`src/hdl/cmag_pkg.sv`:
```
// Package for the complex magnitude block: widths, the data carried between
// square-root cells, and the output saturation function. No dependencies.
package cmag_pkg;

  localparam int SAMPLE_BITS = 16;
  localparam int FIELD_BITS  = 16;
  localparam int MAG_BITS    = 16;

  // The field is viewed at this width so that any SAMPLE_BITS can take its low bits.
  localparam int EXT_BITS  = (SAMPLE_BITS > FIELD_BITS) ? SAMPLE_BITS : FIELD_BITS;
  localparam int ABS_BITS  = SAMPLE_BITS;
  localparam int SQ_BITS   = 2 * SAMPLE_BITS;
  localparam int RAD_BITS  = 2 * SAMPLE_BITS;
  localparam int ROOT_BITS = SAMPLE_BITS;
  localparam int REM_BITS  = SAMPLE_BITS + 2;
  localparam int CELLS     = SAMPLE_BITS;
  localparam int WIDE_BITS = (ROOT_BITS > MAG_BITS) ? ROOT_BITS : MAG_BITS;

  typedef struct packed {
    logic [RAD_BITS-1:0]  rad;
    logic [REM_BITS-1:0]  rem;
    logic [ROOT_BITS-1:0] root;
    logic                 row_end;
  } cell_data_t;

  function automatic logic [MAG_BITS-1:0] sat_mag(input logic [ROOT_BITS-1:0] root);
    logic [WIDE_BITS-1:0] w;
    logic [WIDE_BITS-1:0] lim;
    w   = WIDE_BITS'(root);
    lim = WIDE_BITS'({MAG_BITS{1'b1}});
    if (w > lim) begin
      sat_mag = {MAG_BITS{1'b1}};
    end else begin
      sat_mag = MAG_BITS'(w);
    end
  endfunction

endpackage

```
`src/hdl/cmag_if.sv`:
```
// Valid/ready channel interfaces for complex samples and magnitude results.
// Depends on cmag_pkg for the field widths.
interface cmag_in_if import cmag_pkg::*; ();
  logic                  valid;
  logic                  ready;
  logic [FIELD_BITS-1:0] real_part;
  logic [FIELD_BITS-1:0] imag_part;
  logic                  row_end_in;

  modport source (output valid, output real_part, output imag_part, output row_end_in,
                  input ready);
  modport sink   (input valid, input real_part, input imag_part, input row_end_in,
                  output ready);
endinterface

interface cmag_out_if import cmag_pkg::*; ();
  logic                valid;
  logic                ready;
  logic [MAG_BITS-1:0] magnitude;
  logic                row_end_out;

  modport source (output valid, output magnitude, output row_end_out, input ready);
  modport sink   (input valid, input magnitude, input row_end_out, output ready);
endinterface

```
`src/hdl/cmag_sumsq.sv`:
```
// Front end: absolute values, squares and their sum, in two registered stages.
// Depends on cmag_pkg; feeds the first square-root cell.
module cmag_sumsq import cmag_pkg::*; (
  input  logic                  clk,
  input  logic                  rst,
  input  logic                  up_valid,
  input  logic [FIELD_BITS-1:0] real_part,
  input  logic [FIELD_BITS-1:0] imag_part,
  input  logic                  row_end_in,
  output logic                  up_ready,
  output logic                  dn_valid,
  output cell_data_t            dn_data,
  input  logic                  dn_ready
);

  logic               sq_valid;
  logic               sq_ready;
  logic [SQ_BITS-1:0] sq_re;
  logic [SQ_BITS-1:0] sq_im;
  logic               sq_row_end;
  logic [ABS_BITS-1:0] abs_re;
  logic [ABS_BITS-1:0] abs_im;
  logic [EXT_BITS-1:0] ext_re;
  logic [EXT_BITS-1:0] ext_im;
  logic [SAMPLE_BITS-1:0] s_re;
  logic [SAMPLE_BITS-1:0] s_im;

  always_comb begin
    ext_re = EXT_BITS'(real_part);
    ext_im = EXT_BITS'(imag_part);
    s_re   = ext_re[SAMPLE_BITS-1:0];
    s_im   = ext_im[SAMPLE_BITS-1:0];
    abs_re = s_re[SAMPLE_BITS-1] ? ABS_BITS'(-s_re) : ABS_BITS'(s_re);
    abs_im = s_im[SAMPLE_BITS-1] ? ABS_BITS'(-s_im) : ABS_BITS'(s_im);
  end

  assign sq_ready = !dn_valid || dn_ready;
  assign up_ready = !sq_valid || sq_ready;

  always_ff @(posedge clk) begin
    if (rst) begin
      sq_valid <= 1'b0;
    end else if (up_ready) begin
      sq_valid <= up_valid;
    end
  end

  always_ff @(posedge clk) begin
    if (up_valid && up_ready) begin
      sq_re      <= SQ_BITS'(abs_re * abs_re);
      sq_im      <= SQ_BITS'(abs_im * abs_im);
      sq_row_end <= row_end_in;
    end
  end

  always_ff @(posedge clk) begin
    if (rst) begin
      dn_valid <= 1'b0;
    end else if (sq_ready) begin
      dn_valid <= sq_valid;
    end
  end

  // The largest sum is 2 * 2^(2*SAMPLE_BITS-2), which still fits the radicand.
  always_ff @(posedge clk) begin
    if (sq_valid && sq_ready) begin
      dn_data.rad     <= RAD_BITS'(sq_re + sq_im);
      dn_data.rem     <= '0;
      dn_data.root    <= '0;
      dn_data.row_end <= sq_row_end;
    end
  end

endmodule

```
`src/hdl/cmag_cell.sv`:
```
// One cell of the square-root chain: takes two radicand bits, decides one
// root bit, and hands radicand, remainder and root to the next cell. Uses cmag_pkg.
module cmag_cell import cmag_pkg::*; (
  input  logic       clk,
  input  logic       rst,
  input  logic       up_valid,
  input  cell_data_t up_data,
  output logic       up_ready,
  output logic       dn_valid,
  output cell_data_t dn_data,
  input  logic       dn_ready
);

  logic [REM_BITS-1:0] acc;
  logic [REM_BITS-1:0] trial;
  cell_data_t          nxt;

  always_comb begin
    acc   = {up_data.rem[REM_BITS-3:0], up_data.rad[RAD_BITS-1 -: 2]};
    trial = REM_BITS'({up_data.root, 2'b01});
    nxt.rad     = {up_data.rad[RAD_BITS-3:0], 2'b00};
    nxt.row_end = up_data.row_end;
    if (acc >= trial) begin
      nxt.rem  = acc - trial;
      nxt.root = {up_data.root[ROOT_BITS-2:0], 1'b1};
    end else begin
      nxt.rem  = acc;
      nxt.root = {up_data.root[ROOT_BITS-2:0], 1'b0};
    end
  end

  // A cell whose register is empty or being drained can take a new transaction.
  assign up_ready = !dn_valid || dn_ready;

  always_ff @(posedge clk) begin
    if (rst) begin
      dn_valid <= 1'b0;
    end else if (up_ready) begin
      dn_valid <= up_valid;
    end
  end

  always_ff @(posedge clk) begin
    if (up_valid && up_ready) begin
      dn_data <= nxt;
    end
  end

  a_rem_bound: assert property (@(posedge clk) disable iff (rst)
    dn_valid |-> dn_data.rem <= REM_BITS'({dn_data.root, 1'b0}))
    else $error("square-root remainder exceeds twice the partial root");

  a_load: assert property (@(posedge clk) disable iff (rst)
    up_valid && up_ready |=> dn_valid)
    else $error("accepted transaction did not reach the cell register");

  a_hold: assert property (@(posedge clk) disable iff (rst)
    dn_valid && !dn_ready |=> dn_valid && $stable(dn_data))
    else $error("stalled cell lost or changed its contents");

endmodule

```
`src/hdl/complex_magnitude.sv`:
```
// Complex magnitude: floor(sqrt(re*re + im*im)) of Q1.15 samples.
// From accept to result valid, a sample is registered in the front end and then in each cell.
// Throughput: one transaction per cycle while results.ready holds; each root bit is one cell of the chain.
// A stall holds only the stages that are full; bubbles are squeezed out.
// Reset clears every stage valid bit; data registers are not reset.
// Depends on cmag_pkg, cmag_if, cmag_sumsq and cmag_cell.
module complex_magnitude import cmag_pkg::*; (
  input logic        clk,
  input logic        rst,
  cmag_in_if.sink    samples,
  cmag_out_if.source results
);

  logic       stg_valid [CELLS+1];
  logic       stg_ready [CELLS+1];
  cell_data_t stg_data  [CELLS+1];

  cmag_sumsq u_sumsq (
    .clk        (clk),
    .rst        (rst),
    .up_valid   (samples.valid),
    .real_part  (samples.real_part),
    .imag_part  (samples.imag_part),
    .row_end_in (samples.row_end_in),
    .up_ready   (samples.ready),
    .dn_valid   (stg_valid[0]),
    .dn_data    (stg_data[0]),
    .dn_ready   (stg_ready[0])
  );

  for (genvar i = 0; i < CELLS; i++) begin : g_cell
    cmag_cell u_cell (
      .clk      (clk),
      .rst      (rst),
      .up_valid (stg_valid[i]),
      .up_data  (stg_data[i]),
      .up_ready (stg_ready[i]),
      .dn_valid (stg_valid[i+1]),
      .dn_data  (stg_data[i+1]),
      .dn_ready (stg_ready[i+1])
    );
  end

  // The last cell register is the output register.
  assign stg_ready[CELLS]    = results.ready;
  assign results.valid       = stg_valid[CELLS];
  assign results.magnitude   = sat_mag(stg_data[CELLS].root);
  assign results.row_end_out = stg_data[CELLS].row_end;

endmodule

```
`src/flat_wrapper.sv`:
```
// flat-port wrapper written by rule: the top's interface ports become plain ports
module complex_magnitude_flat import cmag_pkg::*;
  (clk, rst, samples_valid, samples_real_part, samples_imag_part, samples_row_end_in, samples_ready, results_valid, results_magnitude, results_row_end_out, results_ready);
  cmag_in_if samples_i ();
  cmag_out_if results_i ();
  input logic clk;
  input logic rst;
  input wire logic [$bits(samples_i.valid)-1:0] samples_valid;
  input wire logic [$bits(samples_i.real_part)-1:0] samples_real_part;
  input wire logic [$bits(samples_i.imag_part)-1:0] samples_imag_part;
  input wire logic [$bits(samples_i.row_end_in)-1:0] samples_row_end_in;
  output wire logic [$bits(samples_i.ready)-1:0] samples_ready;
  output wire logic [$bits(results_i.valid)-1:0] results_valid;
  output wire logic [$bits(results_i.magnitude)-1:0] results_magnitude;
  output wire logic [$bits(results_i.row_end_out)-1:0] results_row_end_out;
  input wire logic [$bits(results_i.ready)-1:0] results_ready;
  assign samples_i.valid = samples_valid;
  assign samples_i.real_part = samples_real_part;
  assign samples_i.imag_part = samples_imag_part;
  assign samples_i.row_end_in = samples_row_end_in;
  assign samples_ready = samples_i.ready;
  assign results_valid = results_i.valid;
  assign results_magnitude = results_i.magnitude;
  assign results_row_end_out = results_i.row_end_out;
  assign results_i.ready = results_ready;
  complex_magnitude u_core (.clk(clk), .rst(rst), .samples(samples_i), .results(results_i));
endmodule
```
`config.mk`:
```
export PLATFORM = sky130hd
export DESIGN_NAME = complex_magnitude_flat
export DESIGN_NICKNAME = d
export VERILOG_FILES = /design/src/hdl/cmag_pkg.sv /design/src/hdl/cmag_if.sv /design/src/hdl/cmag_sumsq.sv /design/src/hdl/cmag_cell.sv /design/src/hdl/complex_magnitude.sv /design/src/flat_wrapper.sv
export SDC_FILE = /design/constraint.sdc
export NUM_CORES = 2
export LEC_CHECK = 0
export BUFFER_PORTS_ARGS = -buffer_cell sky130_fd_sc_hd__buf_4
export CAP_MARGIN = 5
export CORE_ASPECT_RATIO = 0.75
export CORE_MARGIN = 2
export CORE_UTILIZATION = 57
export CTS_CLUSTER_DIAMETER = 120
export CTS_CLUSTER_SIZE = 10
export DETAILED_ROUTE_END_ITERATION = 6
export GPL_TIMING_DRIVEN = 0
export PLACE_DENSITY = 0.82
export SETUP_SLACK_MARGIN = 0.2
export SYNTH_ARGS = -nofsm -noshare
export SYNTH_HDL_FRONTEND = slang
export SYNTH_HIERARCHICAL = 1
export SYNTH_SLANG_ARGS = --single-unit
```
`constraint.sdc`:
```
create_clock -name clk -period 14.2 [get_ports clk]
set_clock_uncertainty 0.15 [all_clocks]
set_input_delay 1.42 -clock clk [delete_from_list [all_inputs] [get_ports clk]]
set_output_delay 1.42 -clock clk [all_outputs]
set_load 0.005 [all_outputs]
```
# Word-level counts from Yosys, hierarchy flattened
# Index checks and enable logic that the tools add are counted.
totals:
  regBits: 855
  input_bits: 37
  output_inout_bits: 19
  elab_cells: 196
classes:
  add_sub_neg: 18
  n_mul: 2
  order_cmp: 17
  mux: 19
  n_reduce_logical: 54
ops:
  columns: ["op", "n"]
  rows:
  - ["two-way mux 32 bit", 14]
  - ["greater-or-equal comparator 18 bit", 15]
  - ["subtractor 16 bit", 14]
  - ["multiplier 16 x 16 -> 32 bit", 2]
  - ["two-way mux 16 bit", 3]
  - ["adder 32 bit", 1]
  - ["negator 16 bit", 2]
  - ["logical AND 1 bit", 18]
  - ["zero test 1 bit", 18]
  - ["logical OR 1 bit", 18]
  - ["two-way mux 18 bit", 1]
  - ["> comparator 16 bit, second input constant", 1]
  - ["subtractor 2 x 1 -> 3 bit, second input constant", 1]
  - ["greater-or-equal comparator 2 x 1 -> 1 bit, second input constant", 1]
  - ["two-way mux 1 bit", 1]

# Logic depth before layout (Yosys ltp)
logic_depth:
  word_depth: 20
  ltp_mapped: 31
  ltp_nobuf: 30

# Hierarchy
# Netlist, hierarchy kept.
modules_own_cells:
  columns: ["module", "instances", "cells_each", "area_per_inst_um2", "seq_area_each_um2"]
  rows:
  - ["cmag_cell at u_core.g_cell[0].u_cell ...", 13, 242, 3243.1, 1971.9]
  - ["cmag_sumsq", 1, 1946, 18806.8, 2922.8]
  - ["cmag_cell at u_core.g_cell[8].u_cell", 1, 244, 3276.9, 1971.9]
  - ["cmag_cell at u_core.g_cell[9].u_cell", 1, 244, 3273.1, 1971.9]
  - ["cmag_cell at u_core.g_cell[11].u_cell", 1, 247, 3244.4, 1971.9]

# Worst setup path before layout
# OpenSTA, ideal clock, no wires.
synth_timing:
  path_type: "input to register"
  startpoint: "in samples_imag_part[0]"
  endpoint: "reg u_core.u_sumsq.sq_im[31] (data pin)"
  setup_time_ns: 0.260
  arrival_time_ns: 8.568
  t_required_ns: 13.790
  path_slack_ns: 5.222
  cell_stages: 29
  n_path_buf: 1
  cell_sequence: "inv_1 > clkbuf_1 > ha_1 > nand2b_1 > or3_1 > o31ai_1 > xor2_2 > inv_2 > nand2_1 > inv_1 > fa_1 > inv_1 > fa_1 > inv_1 > fa_1 > fa_1 > fa_1 > inv_1 > fa_1 > inv_1 > ha_1 > a21o_1 > a31o_2 > a21oi_1 > a21oi_1 > a2111oi_0 > o31ai_1 > a21oi_1 > xnor2_1"
synth_between:
  elab_chain_cells: 3
synth_lines:
  columns: ["element", "line", "rtl"]
  rows:
  - ["start, declared", "flat_wrapper.sv:10", "input wire logic [$bits(samples_i.imag_part)-1:0] samples_imag_part;"]
  - ["negator 16 bit", "cmag_sumsq.sv:34", "abs_im = s_im[SAMPLE_BITS-1] ? ABS_BITS'(-s_im) : ABS_BITS'(s_im);"]
  - ["two-way mux 16 bit (*)", "cmag_sumsq.sv:34", null]
  - ["multiplier 16 x 16 -> 32 bit (*)", "cmag_sumsq.sv:51", "sq_im <= SQ_BITS'(abs_im * abs_im);"]
  - ["end signal, assigned", "cmag_sumsq.sv:51", null]
  - ["end, declared", "cmag_sumsq.sv:19", "logic [SQ_BITS-1:0] sq_im;"]
# Mark *: on every way between the ends. The rest lies on a longest branch, timed or not.
# A chain may end at the register's enable or synchronous reset.

# Worst setup path in the final report
# Same ends and word-level chain as after synthesis.

==> results.cfg <==
[power]
peakVddDrop_uv = 466
power_leakage_uw = 0.0273
finalPower_uw = 14300
powerDensity_nw_per_um2 = 222

[sta]
worst_pin_slew_ps = 1380
setup_viol = 0
rsz0062_at_grt = no
hold_violations = 0
fmax_mhz = 95.0
finalCriticalPeriod_ps = 10530
relSlewSlack_pct = 7.10
drv_slew = 0
setup_ws_ps = 3670
tns_ps = 0
post-route-period-util_pct = 74.1

[floorplan]
die_y_um = 283
num_rows = 102
die_area_um2 = 107000
initial_utilization_pct = 57.4
ios = 56
die_x_um = 376
core_um2 = 103000

[run]
cap_violations = 0

[cts]
cts_max_level = 3
root_buffer = clkbuf_16
hold_buffers = 0
cts_buffers = 96
clk_latency_ps = 700
clockBufferDepth = 3
clkTransAtPathRegs_ps = 60
tritoncts = done
cts_sinks = 866
cts_setup_buffers = 0
post_cts_resized = 0

[layout]
layout-drive-gt1-share_pct = 11.4
nNetsFinal = 6191
diodes = 0
layout_common_cells = 848 x edfxtp_1, 819 x inv_1, 514 x ha_1
areaGrowthSynthToFinish_pct = 9.02
final_common_cell = edfxtp_1

[placed_design]
hpwlAfterDp_um = 91200
place_ws_ps = 3160
io_buffers = 55
place.gp.congestion = 0.975

[routing]
routedWlPerCell_um = 17.7
ant_nets = 0
routed_wl_um = 119000
viasPerCell = 5.64
drc = 0
firstDrtPassIters = 6
drtIter0Drc = 3001
vias = 37800

[global_routing]
grt_use_met1_pct = 30.8
gr-usage-met2_pct = 36.7
grt_pass1_wl_um = 194000
gr-total-overflow = 0
top_usage_layer = met2
gr-usage-met3_pct = 4.19
grt_use_total_pct = 22.5
grt_pass1_vias = 38600
antenna_found_initial = 1
grt_max_degree = 64

[logic_synthesis]
ys_warn_count = 6
syn_inst = 5095
synth_area_um2 = 59200
syn_area_per_cell_um2 = 11.6

[hold_path]
holdPathEnd = u_core/g_cell[1].u_cell/dn_data[42]
holdCritStartpoint = u_core/g_cell[0].u_cell/dn_data[40]
hold_depth = 0
hold_class = flip-flop to flip-flop

[critical_path]
r2r-start = u_core/g_cell[15].u_cell/dn_valid
cpPeakStageDelay_ps = 730
r2r_slack_ps = 8890
crit_type = primary input to flip-flop
cp-end-kind = flip-flop
worstRegToRegCells = 19
cpMaxStageDelayCell = xor2_1
start_kind = primary input
cp_max_fo = 11
arrival_ps = 10780
required_ps = 14450
worstReg2RegEnd = u_core/u_sumsq/sq_im[8]

[outcome]
status = complete, no violations
==> area by class of cell <==
class                   count  area, um^2
plain buffers             124        1050
clock buffers             122        2500
clock inverters             8         216
fillers                  7720       38500
inverters                 847        3280
multi-input cells        3310       29300
flip-flops and latches    866       25800
well taps                1352        1690
repair buffers             69         708
==> power breakdown <==
group	leakage (uW)	internal [uW]	switching, uW
clock network	0.00130	1250	980
registers	0.00784	3410	56.4
logic	0.0182	3630	4990
total	0.0273	8290	6030
==> critical path: cells and delay by family <==
kind | cells | cell delay (ps)
buffers and inverters | 9 | 1720
and+or+nand+nor | 4 | 910
adders and majority gates | 8 | 3630
xor gates and xnor gates | 2 | 820
AOI/OAI and AO/OA | 7 | 2250
==> worst max path at each step <==
stage	from	to	slack, ps	depth (start not counted)
floorplan	samples_imag_part[0]	u_core/u_sumsq/sq_im[31]	5220	29
global placement	samples_imag_part[0]	u_core/u_sumsq/sq_im[31]	3440	30
detailed placement	samples_imag_part[0]	u_core/u_sumsq/sq_im[31]	3160	30
CTS	samples_imag_part[0]	u_core/u_sumsq/sq_im[31]	3850	30
global route	samples_imag_part[0]	u_core/u_sumsq/sq_im[31]	3200	30
finish	samples_imag_part[0]	u_core/u_sumsq/sq_im[31]	3670	30
==> sequential cells by signal, summed over array words and instances (netlist names) <==
| name | flops |
|---|---|
| u_core/u_sumsq/sq_im | 31 |
| u_core/u_sumsq/dn_valid | 1 |
| u_core/u_sumsq/sq_valid | 1 |
| u_core/u_sumsq/sq_row_end | 1 |
| u_core/g_cell.u_cell/dn_data | 752 |
| u_core/u_sumsq/sq_re | 31 |
| u_core/u_sumsq/dn_data | 33 |
| u_core/g_cell.u_cell/dn_valid | 16 |
==> per-layer routing <==
metal  part of all wire, %  routed length, um
met4                   2.8               3290
met1                    44              51800
met5                 0.011                 13
met2                    47              55600
met3                   6.7               7940
==> through the flow <==
stage,utilization (%),cells,hold WS [ps],area (um^2)
floorplan,-,5147,250,59400
global placement,59.7,6554,250,61500
detailed placement,60.0,6568,255,61900
CTS,62.6,6698,205,64600
global route,62.6,6698,215,64600
finish,62.6,6698,217,64600
No activity file was read; power rests on OpenSTA's default activity.
